--- src/hw/rtl/pfe_pkg.sv ---
package pfe_pkg;

    localparam int SQ_CELLS  = 25;
    localparam int N_LETTERS = 26;
    localparam int LTR_W     = 5;
    localparam int POS_W     = 6;

    localparam logic [LTR_W-1:0] LTR_I = 5'd8;
    localparam logic [LTR_W-1:0] LTR_J = 5'd9;
    localparam logic [LTR_W-1:0] LTR_Z = 5'd25;
    localparam logic [6:0]       ASCII_A_LC = 7'd97;

    typedef logic [LTR_W-1:0] letter_t;
    typedef logic [POS_W-1:0] pos_t;

    // one result item: ciphertext letter and end-of-message mark
    typedef struct packed {
        logic [6:0] ch;
        logic       last;
    } res_t;

    function automatic logic is_letter(input logic [7:0] c);
        return ((c >= 8'd65) && (c <= 8'd90)) || ((c >= 8'd97) && (c <= 8'd122));
    endfunction

    function automatic letter_t letter_idx(input logic [7:0] c);
        logic [7:0] d;
        d = (c <= 8'd90) ? (c - 8'd65) : (c - 8'd97);
        return d[LTR_W-1:0];
    endfunction

endpackage

--- src/hw/rtl/pfe_ram.sv ---
module pfe_ram #(
    parameter int WIDTH = 8,
    parameter int DEPTH = 32
) (
    input  logic                     aclk,
    input  logic                     we,
    input  logic [$clog2(DEPTH)-1:0] waddr,
    input  logic [WIDTH-1:0]         wdata,
    input  logic                     re,
    input  logic [$clog2(DEPTH)-1:0] raddr,
    output logic [WIDTH-1:0]         rdata
);

    logic [WIDTH-1:0] mem [DEPTH];
    logic [WIDTH-1:0] rdata_reg;

    always_ff @(posedge aclk) begin
        if (we) begin
            mem[waddr] <= wdata;
        end
        if (re) begin
            rdata_reg <= mem[raddr];
        end
    end

    assign rdata = rdata_reg;

endmodule

--- src/hw/rtl/pfe_out_buf.sv ---
module pfe_out_buf (
    input  logic          aclk,
    input  logic          aresetn,
    input  logic          push,
    input  pfe_pkg::res_t res0,
    input  pfe_pkg::res_t res1,
    output logic          empty,
    output logic          m_tvalid,
    input  logic          m_tready,
    output logic [7:0]    m_tdata,   // [6:0] cipher_char, [7] zero
    output logic          m_tlast    // last_result
);
    import pfe_pkg::*;

    res_t       slot0_reg, slot0_next;
    res_t       slot1_reg, slot1_next;
    logic [1:0] cnt_reg, cnt_next;
    logic       pop;

    assign pop = m_tvalid && m_tready;

    always_comb begin
        slot0_next = slot0_reg;
        slot1_next = slot1_reg;
        cnt_next   = cnt_reg;
        if (push) begin
            slot0_next = res0;
            slot1_next = res1;
            cnt_next   = 2'd2;
        end else if (pop) begin
            slot0_next = slot1_reg;
            cnt_next   = cnt_reg - 2'd1;
        end
    end

    always_ff @(posedge aclk) begin
        if (!aresetn) begin
            cnt_reg <= 2'd0;
        end else begin
            cnt_reg <= cnt_next;
        end
        slot0_reg <= slot0_next;
        slot1_reg <= slot1_next;
    end

    assign empty    = (cnt_reg == 2'd0);
    assign m_tvalid = (cnt_reg != 2'd0);
    assign m_tdata  = {1'b0, slot0_reg.ch};
    assign m_tlast  = slot0_reg.last;

`ifndef SYNTH
    a_cnt_range: assert property (@(posedge aclk) disable iff (!aresetn)
        cnt_reg != 2'd3) else $error("result buffer count out of range");
    a_push_empty: assert property (@(posedge aclk) disable iff (!aresetn)
        push |-> empty) else $error("pair pushed over waiting results");
    a_first_not_last: assert property (@(posedge aclk) disable iff (!aresetn)
        (cnt_reg == 2'd2) |-> !slot0_reg.last) else $error("first of pair marked last");
`endif

endmodule

--- src/hw/rtl/playfair_cipher_encrypt_unit.sv ---
// Playfair encryption of a byte stream. Key bytes (s_tuser = 0) build the 5x5 square in
// two small memories (letter by cell, cell by letter); the key byte with s_tlast set
// starts a fill walk over all 26 letters that adds the unused ones, during which no item is
// taken. A message byte (s_tuser = 1) that completes a pair holds the input through the
// states RD_A, RD_B, CALC, RD_O1, RD_O2 and PUSH, set by the two position reads and two
// square reads through the single read port of each memory, and then returns two result
// items through a two-entry output buffer, so the next item is taken while they drain. A
// pair that finishes before the previous pair has drained waits in PUSH until the buffer
// is empty.
// Message bytes before the first complete key are dropped; odd final letters pad with z.
module playfair_cipher_encrypt_unit (
    input  logic       aclk,
    input  logic       aresetn,
    input  logic       s_tvalid,
    output logic       s_tready,
    input  logic [7:0] s_tdata,   // [7:0] char_code
    input  logic       s_tuser,   // func: 0 key, 1 message
    input  logic       s_tlast,   // last_char
    output logic       m_tvalid,
    input  logic       m_tready,
    output logic [7:0] m_tdata,   // [6:0] cipher_char, [7] zero
    output logic       m_tlast    // last_result
);
    import pfe_pkg::*;

    typedef enum logic [3:0] {
        ST_IDLE, ST_FILL, ST_RD_A, ST_RD_B, ST_CALC, ST_RD_O1, ST_RD_O2, ST_PUSH
    } state_t;

    state_t                 state_reg, state_next;
    logic [N_LETTERS-1:0]   placed_reg, placed_next;
    logic [4:0]             fill_cnt_reg, fill_cnt_next;
    logic [2:0]             fill_row_reg, fill_row_next;
    logic [2:0]             fill_col_reg, fill_col_next;
    letter_t                walk_reg, walk_next;
    logic                   sq_ready_reg, sq_ready_next;
    letter_t                pend_reg, pend_next;
    logic                   pend_v_reg, pend_v_next;
    letter_t                a_reg, a_next;
    letter_t                b_reg, b_next;
    logic                   pair_last_reg, pair_last_next;
    pos_t                   pa_reg, pa_next;
    logic [4:0]             o1_reg, o1_next;
    logic [4:0]             o2_reg, o2_next;
    letter_t                c1_reg, c1_next;

    logic                   accept;
    logic                   in_ltr_ok;
    letter_t                in_ltr;
    letter_t                msg_ltr;
    letter_t                cand;
    logic                   place_en;
    logic [N_LETTERS-1:0]   placed_base;
    logic [4:0]             fill_base;
    logic [2:0]             row_base;
    logic [2:0]             col_base;

    logic                   ks_we, ks_re;
    logic [4:0]             ks_waddr, ks_raddr;
    letter_t                ks_rdata;
    logic                   pos_we, pos_re;
    letter_t                pos_raddr;
    pos_t                   pos_wdata, pos_rdata;

    logic [2:0]             r1, k1, r2, k2;
    logic                   buf_push, buf_empty;
    res_t                   res0, res1;

    function automatic logic [2:0] inc5(input logic [2:0] x);
        return (x == 3'd4) ? 3'd0 : x + 3'd1;
    endfunction

    function automatic logic [4:0] cell_of(input logic [2:0] r, input logic [2:0] c);
        return {r, 2'b00} + {2'b00, r} + {2'b00, c};
    endfunction

    pfe_ram #(.WIDTH(LTR_W), .DEPTH(SQ_CELLS)) u_key_square (
        .aclk  (aclk),
        .we    (ks_we),
        .waddr (ks_waddr),
        .wdata (cand),
        .re    (ks_re),
        .raddr (ks_raddr),
        .rdata (ks_rdata)
    );

    pfe_ram #(.WIDTH(POS_W), .DEPTH(N_LETTERS)) u_letter_pos (
        .aclk  (aclk),
        .we    (pos_we),
        .waddr (cand),
        .wdata (pos_wdata),
        .re    (pos_re),
        .raddr (pos_raddr),
        .rdata (pos_rdata)
    );

    assign s_tready  = (state_reg == ST_IDLE);
    assign accept    = s_tvalid && s_tready;
    assign in_ltr_ok = is_letter(s_tdata);
    assign in_ltr    = letter_idx(s_tdata);
    assign msg_ltr   = (in_ltr == LTR_J) ? LTR_I : in_ltr;

    // a new key after a finished square starts from an empty square
    always_comb begin
        if (state_reg == ST_IDLE && sq_ready_reg) begin
            placed_base = '0;
            fill_base   = 5'd0;
            row_base    = 3'd0;
            col_base    = 3'd0;
        end else begin
            placed_base = placed_reg;
            fill_base   = fill_cnt_reg;
            row_base    = fill_row_reg;
            col_base    = fill_col_reg;
        end
    end

    always_comb begin
        cand     = (state_reg == ST_FILL) ? walk_reg : in_ltr;
        place_en = 1'b0;
        if (state_reg == ST_FILL) begin
            place_en = 1'b1;
        end else if (accept && !s_tuser && in_ltr_ok) begin
            place_en = 1'b1;
        end
        if (cand == LTR_J || placed_base[cand] || fill_base >= 5'(SQ_CELLS)) begin
            place_en = 1'b0;
        end
    end

    assign ks_we     = place_en;
    assign ks_waddr  = fill_base;
    assign pos_we    = place_en;
    assign pos_wdata = {row_base, col_base};

    assign r1 = pa_reg[5:3];
    assign k1 = pa_reg[2:0];
    assign r2 = pos_rdata[5:3];
    assign k2 = pos_rdata[2:0];

    always_comb begin
        pos_re    = (state_reg == ST_RD_A) || (state_reg == ST_RD_B);
        pos_raddr = (state_reg == ST_RD_A) ? a_reg : b_reg;
        ks_re     = (state_reg == ST_RD_O1) || (state_reg == ST_RD_O2);
        ks_raddr  = (state_reg == ST_RD_O1) ? o1_reg : o2_reg;
    end

    assign buf_push = (state_reg == ST_PUSH) && buf_empty;
    assign res0     = '{ch: ASCII_A_LC + {2'b00, c1_reg}, last: 1'b0};
    assign res1     = '{ch: ASCII_A_LC + {2'b00, ks_rdata}, last: pair_last_reg};

    always_comb begin
        state_next     = state_reg;
        placed_next    = placed_base;
        fill_cnt_next  = fill_base;
        fill_row_next  = row_base;
        fill_col_next  = col_base;
        walk_next      = walk_reg;
        sq_ready_next  = sq_ready_reg;
        pend_next      = pend_reg;
        pend_v_next    = pend_v_reg;
        a_next         = a_reg;
        b_next         = b_reg;
        pair_last_next = pair_last_reg;
        pa_next        = pa_reg;
        o1_next        = o1_reg;
        o2_next        = o2_reg;
        c1_next        = c1_reg;

        if (place_en) begin
            placed_next[cand] = 1'b1;
            fill_cnt_next     = fill_base + 5'd1;
            if (col_base == 3'd4) begin
                fill_col_next = 3'd0;
                fill_row_next = row_base + 3'd1;
            end else begin
                fill_col_next = col_base + 3'd1;
            end
        end

        unique case (state_reg)
            ST_IDLE: begin
                if (!accept) begin
                    placed_next   = placed_reg;
                    fill_cnt_next = fill_cnt_reg;
                    fill_row_next = fill_row_reg;
                    fill_col_next = fill_col_reg;
                end else if (!s_tuser) begin
                    if (sq_ready_reg) begin
                        sq_ready_next = 1'b0;
                        pend_v_next   = 1'b0;
                        pend_next     = '0;
                    end
                    if (s_tlast) begin
                        walk_next  = '0;
                        state_next = ST_FILL;
                    end
                end else if (sq_ready_reg) begin
                    if (in_ltr_ok) begin
                        if (pend_v_reg) begin
                            a_next         = pend_reg;
                            b_next         = msg_ltr;
                            pair_last_next = s_tlast;
                            pend_v_next    = 1'b0;
                            pend_next      = '0;
                            state_next     = ST_RD_A;
                        end else if (s_tlast) begin
                            a_next         = msg_ltr;
                            b_next         = LTR_Z;
                            pair_last_next = 1'b1;
                            state_next     = ST_RD_A;
                        end else begin
                            pend_next   = msg_ltr;
                            pend_v_next = 1'b1;
                        end
                    end else if (s_tlast) begin
                        if (pend_v_reg) begin
                            a_next         = pend_reg;
                            b_next         = LTR_Z;
                            pair_last_next = 1'b1;
                            state_next     = ST_RD_A;
                        end
                        pend_v_next = 1'b0;
                        pend_next   = '0;
                    end
                end
            end
            ST_FILL: begin
                if (walk_reg == LTR_Z) begin
                    sq_ready_next = 1'b1;
                    state_next    = ST_IDLE;
                end else begin
                    walk_next = walk_reg + 5'd1;
                end
            end
            ST_RD_A: begin
                state_next = ST_RD_B;
            end
            ST_RD_B: begin
                pa_next    = pos_rdata;
                state_next = ST_CALC;
            end
            ST_CALC: begin
                // doubled letters share a row and take the row rule
                if (r1 == r2) begin
                    o1_next = cell_of(r1, inc5(k1));
                    o2_next = cell_of(r2, inc5(k2));
                end else if (k1 == k2) begin
                    o1_next = cell_of(inc5(r1), k1);
                    o2_next = cell_of(inc5(r2), k2);
                end else begin
                    o1_next = cell_of(r1, k2);
                    o2_next = cell_of(r2, k1);
                end
                state_next = ST_RD_O1;
            end
            ST_RD_O1: begin
                state_next = ST_RD_O2;
            end
            ST_RD_O2: begin
                c1_next    = ks_rdata;
                state_next = ST_PUSH;
            end
            ST_PUSH: begin
                if (buf_empty) begin
                    state_next = ST_IDLE;
                end
            end
            default: begin
                state_next = ST_IDLE;
            end
        endcase
    end

    always_ff @(posedge aclk) begin
        if (!aresetn) begin
            state_reg    <= ST_IDLE;
            placed_reg   <= '0;
            fill_cnt_reg <= 5'd0;
            fill_row_reg <= 3'd0;
            fill_col_reg <= 3'd0;
            sq_ready_reg <= 1'b0;
            pend_reg     <= '0;
            pend_v_reg   <= 1'b0;
        end else begin
            state_reg    <= state_next;
            placed_reg   <= placed_next;
            fill_cnt_reg <= fill_cnt_next;
            fill_row_reg <= fill_row_next;
            fill_col_reg <= fill_col_next;
            sq_ready_reg <= sq_ready_next;
            pend_reg     <= pend_next;
            pend_v_reg   <= pend_v_next;
        end
        walk_reg      <= walk_next;
        a_reg         <= a_next;
        b_reg         <= b_next;
        pair_last_reg <= pair_last_next;
        pa_reg        <= pa_next;
        o1_reg        <= o1_next;
        o2_reg        <= o2_next;
        c1_reg        <= c1_next;
    end

    pfe_out_buf u_out_buf (
        .aclk     (aclk),
        .aresetn  (aresetn),
        .push     (buf_push),
        .res0     (res0),
        .res1     (res1),
        .empty    (buf_empty),
        .m_tvalid (m_tvalid),
        .m_tready (m_tready),
        .m_tdata  (m_tdata),
        .m_tlast  (m_tlast)
    );

`ifndef SYNTH
    a_push_needs_square: assert property (@(posedge aclk) disable iff (!aresetn)
        buf_push |-> sq_ready_reg) else $error("pair enciphered without a square");
    a_fill_bound: assert property (@(posedge aclk) disable iff (!aresetn)
        fill_cnt_reg <= 5'(SQ_CELLS)) else $error("square fill count overrun");
    a_fill_complete: assert property (@(posedge aclk) disable iff (!aresetn)
        (state_reg == ST_FILL && walk_reg == LTR_Z) |=>
        (fill_cnt_reg == 5'(SQ_CELLS) && sq_ready_reg && !placed_reg[LTR_J]))
        else $error("square not complete after fill walk");
    a_pend_needs_square: assert property (@(posedge aclk) disable iff (!aresetn)
        pend_v_reg |-> (sq_ready_reg && pend_reg != LTR_J))
        else $error("waiting letter without square or unmapped j");
`endif

endmodule
--- config.mk ---
export PLATFORM = sky130hd
export DESIGN_NAME = playfair_cipher_encrypt_unit
export DESIGN_NICKNAME = d
export VERILOG_FILES = /design/src/hw/rtl/pfe_pkg.sv /design/src/hw/rtl/pfe_ram.sv /design/src/hw/rtl/pfe_out_buf.sv /design/src/hw/rtl/playfair_cipher_encrypt_unit.sv
export SDC_FILE = /design/constraint.sdc
export NUM_CORES = 1
export LEC_CHECK = 0
export BUFFER_PORTS_ARGS = -buffer_cell sky130_fd_sc_hd__buf_2
export CAP_MARGIN = 15
export CORE_AREA = 2 2 193 195
export CTS_CLUSTER_DIAMETER = 30
export DETAILED_ROUTE_END_ITERATION = 16
export DIE_AREA = 0 0 195 197
export PLACE_DENSITY = 0.74
export SETUP_SLACK_MARGIN = 0.05
export SLEW_MARGIN = 15
export SYNTH_ARGS = -nofsm -noshare
export SYNTH_HDL_FRONTEND = slang
export SYNTH_SLANG_ARGS = --single-unit
--- constraint.sdc ---
create_clock -name aclk -period 7.8 [get_ports aclk]
set_input_delay 0.78 -clock aclk [delete_from_list [all_inputs] [get_ports aclk]]
set_output_delay 0.78 -clock aclk [all_outputs]
set_load 0.02 [all_outputs]
Word-level counts from Yosys, hierarchy flattened:

Memories as Yosys holds them, arrays and structs flattened. A register that Yosys moved wholly into a read port is not among the register bits.
Index checks and enable logic that the tools add are counted.

* bits in registers: 103
* latch bits: 0
* memory bits (writable): 281
* memory bits (read-only): 0
* input port bits: 14
* output and inout port bits: 11
* memories: 2

* add/subtract/negate cells: 23
* $mul: 0
* div/mod/pow operators: 0
* $lt $le $gt $ge: 7
* equality and inequality tests: 30
* shift-type cells: 0
* muxes and demuxes: 93
* bitwise operators: 2
* reductions and logical operators: 30

Memory list
* u_letter_pos.mem: depth 26, bits a word 6, read ports 1, clocked after Yosys merged registers in 1, wr ports 1, RTL line pfe_ram.sv:14 `logic [WIDTH-1:0] mem [DEPTH];`
* u_key_square.mem: depth 25, bits a word 5, read ports 1, clocked after Yosys merged registers in 1, wr ports 1, RTL line pfe_ram.sv:14

Operator list (number)
* $mux W5: 33
* $mux W26: 4
* $add A5 B3 Y5: 10
* $mux W4: 11
* $mux W3: 14
* $pmux W4 S8: 1
* $or A26 B26 Y26: 1
* $mux W1: 22
* $add A3 B1 Y3 const B: 6
* $eq A4 B3 Y1 const B: 4
* $ge A8 B7 Y1 const B: 2
* $le A8 B7 Y1 const B: 2
* $mux W8: 2
* $eq A3 B3 Y1 const B: 5
* $add A6 B6 Y7 const A: 2
* $reduce_bool A2 Y1: 6
* $add A5 B1 Y5 const B: 2
* $eq A5 B4 Y1 const B: 2
* $pmux W5 S2: 1
* $reduce_and A5 Y1: 2
* $sub A5 B1 Y5 const B: 2
* $logic_and A1 B1 Y1: 9
* $eq A4 B2 Y1 const B: 2
* $ne A4 B3 Y1 const B: 2
* other kinds (26): 38

Longest topological paths before layout:

* depth in word-level cells: 11
* mapped depth: 16
* gate-level depth less buffers: 13

Hierarchy:

Synthesis repeated with hierarchy kept, for this count alone.

* cells, all modules: 1297
* area total of the unflattened synthesis: 18325.1 µm²

Modules (own cells, without submodules)
* pfe_ram (u_letter_pos): times used 1, cells each 329, area each 6488.7 µm², seq. area each 4864.7 µm²
* playfair_cipher_encrypt_unit: times used 1, cells each 657, area each 5989.5 µm², seq. area each 2031.9 µm²
* pfe_ram (u_key_square): times used 1, cells each 272, area each 5131.2 µm², seq. area each 3903.7 µm²
* pfe_out_buf: times used 1, cells each 39, area each 715.7 µm², seq. area each 520.5 µm²

Worst setup path after synthesis:

Ideal clock, no wire load.

* kind: input to register
* from: in s_tdata[0]
* to: mem u_key_square.mem[24][0] in the netlist's numbering (enable)
* library setup time: 381 ps
* data arrival time: 3927 ps
* setup slack: 3492 ps
* stages on the path: 12
* cell sequence: clkbuf_1 -> inv_1 -> ha_1 -> clkbuf_1 -> a21o_1 -> clkinv_1 -> o2111ai_1 -> nand4_1 -> a31oi_4 -> buf_4 -> nand2_1 -> nor4_1

* word-level cells in the longest chain between the ends: 10
* elaborated cells between the ends (all ways): 22

RTL lines
* start, declared: RTL line playfair_cipher_encrypt_unit.sv:16 `input logic [7:0] s_tdata,`
* $le A8 B7 Y1 or $sub A5 B1 Y5 (tied branches): RTL line pfe_pkg.sv:28 `d = (c <= 8'd90) ? (c - 8'd65) : (c - 8'd97);`
* $mux W5 (*): RTL line pfe_pkg.sv:28
* $mux W5 (*): RTL line playfair_cipher_encrypt_unit.sv:119 `cand = (state_reg == ST_FILL) ? walk_reg : in_ltr;`
* via cand[1]: RTL line playfair_cipher_encrypt_unit.sv:51 `letter_t cand;`
* $bmux W1 S5: RTL line playfair_cipher_encrypt_unit.sv:126 `if (cand == LTR_J || placed_base[cand] || fill_base >= 5'(SQ_CELLS)) begin`
* $mux W1 (implied by the code): RTL line playfair_cipher_encrypt_unit.sv:126
* $logic_or A1 B1 Y1 (*) (2 in a row): RTL line playfair_cipher_encrypt_unit.sv:126
* $mux W1 (*): RTL line playfair_cipher_encrypt_unit.sv:126
* $mux W1 (*): RTL line pfe_ram.sv:18 `if (we) begin`
* $mux W1 (implied by the code) (*): RTL line pfe_ram.sv:19 `mem[waddr] <= wdata;`
* end, declared: RTL line pfe_ram.sv:14

The timed path passes the listed nets; every way through them passes the cells marked *. The select of a mux whose other input is x is not followed.

Worst setup path in the final report:

* from: reg state_reg[2]
* to: mem u_letter_pos.mem[24][4] in the netlist's numbering (enable)

* elaborated cells between the ends (all ways): 20

RTL lines
* start, declared: RTL line playfair_cipher_encrypt_unit.sv:30 `state_t state_reg, state_next;`
* start signal, assigned: RTL line playfair_cipher_encrypt_unit.sv:286 `state_reg <= state_next;`
* $eq A4 B1 Y1 (*): RTL line playfair_cipher_encrypt_unit.sv:119
* $mux W5 (*): RTL line playfair_cipher_encrypt_unit.sv:119
* via cand[1]: RTL line playfair_cipher_encrypt_unit.sv:51
* $bmux W1 S5: RTL line playfair_cipher_encrypt_unit.sv:126
* $mux W1 (implied by the code): RTL line playfair_cipher_encrypt_unit.sv:126
* $logic_or A1 B1 Y1 (2 in a row): RTL line playfair_cipher_encrypt_unit.sv:126
* $mux W1: RTL line playfair_cipher_encrypt_unit.sv:126
* $mux W1: RTL line pfe_ram.sv:18
* $mux W1 (implied by the code): RTL line pfe_ram.sv:19
* end, declared: RTL line pfe_ram.sv:14

Marks and branches as above.

==> results by group <==
Run status
  • Status: completed

Global routing
  • M2 GR Usage: 35.2%
  • Met1 Use GR: 27.8%
  • Initial antenna violation count: 2
  • GR Util met3: 4.96%
  • GRT busiest layer: met2
  • GR Util All Layers: 21.4%
  • Largest net degree at the start of global routing: 43
  • Grt ovf: 0
  • Vias in the first global route: 11,400
  • Global-route wire length before repair: 63,100 um

Synthesis
  • Post-synthesis area per instance: 13.8 sq um
  • Ys async rst share: 0%
  • Yosys Warn Count: 0
  • Synth area leaders: edfxtp_1 (58%), mux4_2 (7.3%), dfxtp_1 (5.6%), ha_1 (3.5%), nand2_1 (2.3%)
  • Synth Instances: 1,302
  • Sequential share of the synthesized area: 63.2%
  • Post-synthesis register bit count: 394
  • EDFF count, synth: 344
  • Library cells used by synthesis: 72
  • Yosys top cell area share: 57.6%
  • Top_reg_cell synth: edfxtp_1
  • Syn Std Cell Area: 17,900 sq um
  • Synth area leader: edfxtp_1

Worst setup path
  • Critical R2R Capture: u_letter_pos.mem[24][4]
  • Reg2reg path depth: 8
  • Kind of critical path: register to register
  • Setup crit end: u_letter_pos.mem[24][4]
  • Critical path launch point type: register
  • Worst EP required: 8.01 ns
  • FF-to-FF setup slack: 2.41 ns
  • Reg-to-reg startpoint: state_reg[2]
  • Crit. End Element: register
  • Critical Path Start: state_reg[2]
  • Data arrival time of the worst path: 5.60 ns
  • Largest fanout on the critical path: 33

CTS
  • Hold_buf cts: 0
  • Num CTS Buffers: 75
  • CTS root buffer: clkbuf_16
  • Worst skew pair latency: 0.59 ns
  • CTS tree: done
  • Post-CTS Repair Setup Buffers: 0
  • Maximum clock path buffer count: 3
  • CTS clock-pin slew for the worst setup and hold paths: 0.06 ns
  • Clk sink count: 394
  • CTS H-Tree Depth: 3
  • Post-cts resize count: 0

Timing
  • Max Slew Vio Count: 0
  • Post-layout minimum cycle time: 5.39 ns
  • Final setup violation count: 0
  • Final Skew: 0.0304 ns
  • Total negative slack: 0 ns
  • Final hold viol count: 0
  • Max frequency: 185 MHz
  • RSZ-0062 raised after global routing: no
  • Final worst-path cycle share: 69.1%
  • Worst-margin pin slew: 1.02 ns
  • Worst relative slew slack: 32.0%

Floorplan
  • Die Footprint: 38,400 sq um
  • Cell Rows: 70
  • Die width: 195 um
  • I/O pins: 25
  • Initial Util: 49.5%
  • Core Region: 36,300 sq um
  • Die Ht: 197 um

Pwr
  • PD cells: 294 nW/um^2
  • Maximum VDD drop: 270 uV
  • LEAKAGE: 7.44 nW

Min path
  • Class of the worst hold path: register to register

Cells and area
  • Final core utilization: 58.1%
  • Area growth, synth to finish: 17.4%
  • Number of flip-flops in the largest register: 156
  • Fin nets: 1,428
  • Share of cells above drive strength 1: 18.3%
  • Fill cell count: 2,738

Place
  • IO Port Bufs: 23
  • GPL Wtd Cong: 0.889
  • Post-DP HPWL: 25,200 um

Drt
  • Vias/cell: 5.97
  • Final wirelength: 40,300 um
  • Detailed-route via count: 11,300
  • Remaining DRCs: 0
  • Antenna viol nets, final: 0
  • Initial DRC Count: 1,170
  • Routed wire per std cell: 21.4 um
  • Drt first pass iters: 5

Flow run
  • Max_cap viols: 0
[per-stage QoR]
stage	hold WS, ns	cells	setup WS, ns	cell area [sq um]	power (mW)
global placement	0.429	1747	2.08	18600	3.03
global route	0.488	1887	2.08	21100	6.38
finish	0.455	1888	2.41	21100	6.19
floorplan	0.400	1308	3.49	18000	2.87
detailed placement	0.441	1747	1.94	18600	3.05
CTS	0.454	1886	2.46	21100	6.21
[where the power goes]
group	leakage, nW	internal [mW]	switching [mW]	total, mW
logic	2.69	0.194	0.384	0.578
registers	3.55	2.40	0.0427	2.44
clock network	1.21	2.06	1.12	3.17
total	7.44	4.65	1.54	6.19
[per-layer routing]
metal / vias to the layer above / share of wire (%)
li1: 5055 / -
met1: 5634 / 41
met2: 501 / 48
met3: 85 / 8.4
met4: 0 / 2.9
met5: - / 0
[cells by family after synthesis]
family          share of synthesized area (%)
fa+ha+maj                                4.38
other cells                            0.0209
compound gates                           8.09
flops                                    63.2
mux                                      10.6
buf+inv                                  2.85
simple gates                             9.13
xor+xnor                                 1.81
[cell type report]
class	count	area [sq um]	area share, %
Antenna cell	2	5.00	0.0238
Clock buffer	84	1910	9.07
Clock inverter	55	593	2.82
Inverter	56	210	0.998
Multi-Input combinational cell	789	6190	29.4
Sequential cell	394	11300	53.8
Tap cell	468	586	2.78
Timing Repair Buffer	40	243	1.15
[cells in the mapped netlist (12+ instances only)]
cell type and count:
edfxtp_1 344, nand2_1 110, nor2_1 102, o21ai_0 59, mux4_2 58, inv_1 53, clkbuf_1 51, dfxtp_1 50
ha_1 50, a21oi_1 48, nand3_1 40, mux2i_1 35, a211oi_1 30, and2_1 24, o211ai_1 23, xnor2_1 20
mux2_2 17, xor2_1 17, a21o_1 15, a31oi_1 12, nor2b_1 12
[cells in the final DEF, fill, tap and decap left out, types with 17 or more instances in the layout]
master     count
edfxtp_1     344
o211ai_1      23
inv_1         53
mux2_2        17
nand2_1      110
clkbuf_16     75
mux2i_1       27
dfxtp_1       50
and2_1        24
o21ai_0       59
xnor2_1       20
xor2_1        17
buf_4         17
a211oi_1      30
mux4_2        58
buf_2         23
ha_1          50
a21oi_1       48
nand3_1       40
nor2_1       102
[how the worst min path moves through the flow]
stage                    from                     end  slack (ns)  cells past startpoint
5_1_grt           pend_reg[2]             pend_reg[2]        0.49                      2
2_1_floorplan   pair_last_reg  u_out_buf.slot1_reg[0]        0.40                      0
6_report        placed_reg[3]           placed_reg[3]        0.46                      2
4_1_cts         placed_reg[3]           placed_reg[3]        0.45                      2
3_5_place_dp   placed_reg[20]          placed_reg[20]        0.44                      2
3_3_place_gp    placed_reg[0]           placed_reg[0]        0.43                      2
[worst max-delay path, cell delays in order, from the launching register on]
cell	delay (ns)
dfxtp_1	0.70
or3b_1	0.60
a21o_1	0.28
clkinv_1	0.74
o2111ai_1	0.47
nand4_1	0.21
a31oi_4	0.65
nand3_1	0.71
nor2_1	0.63
No activity file was read; power rests on OpenSTA's default activity.
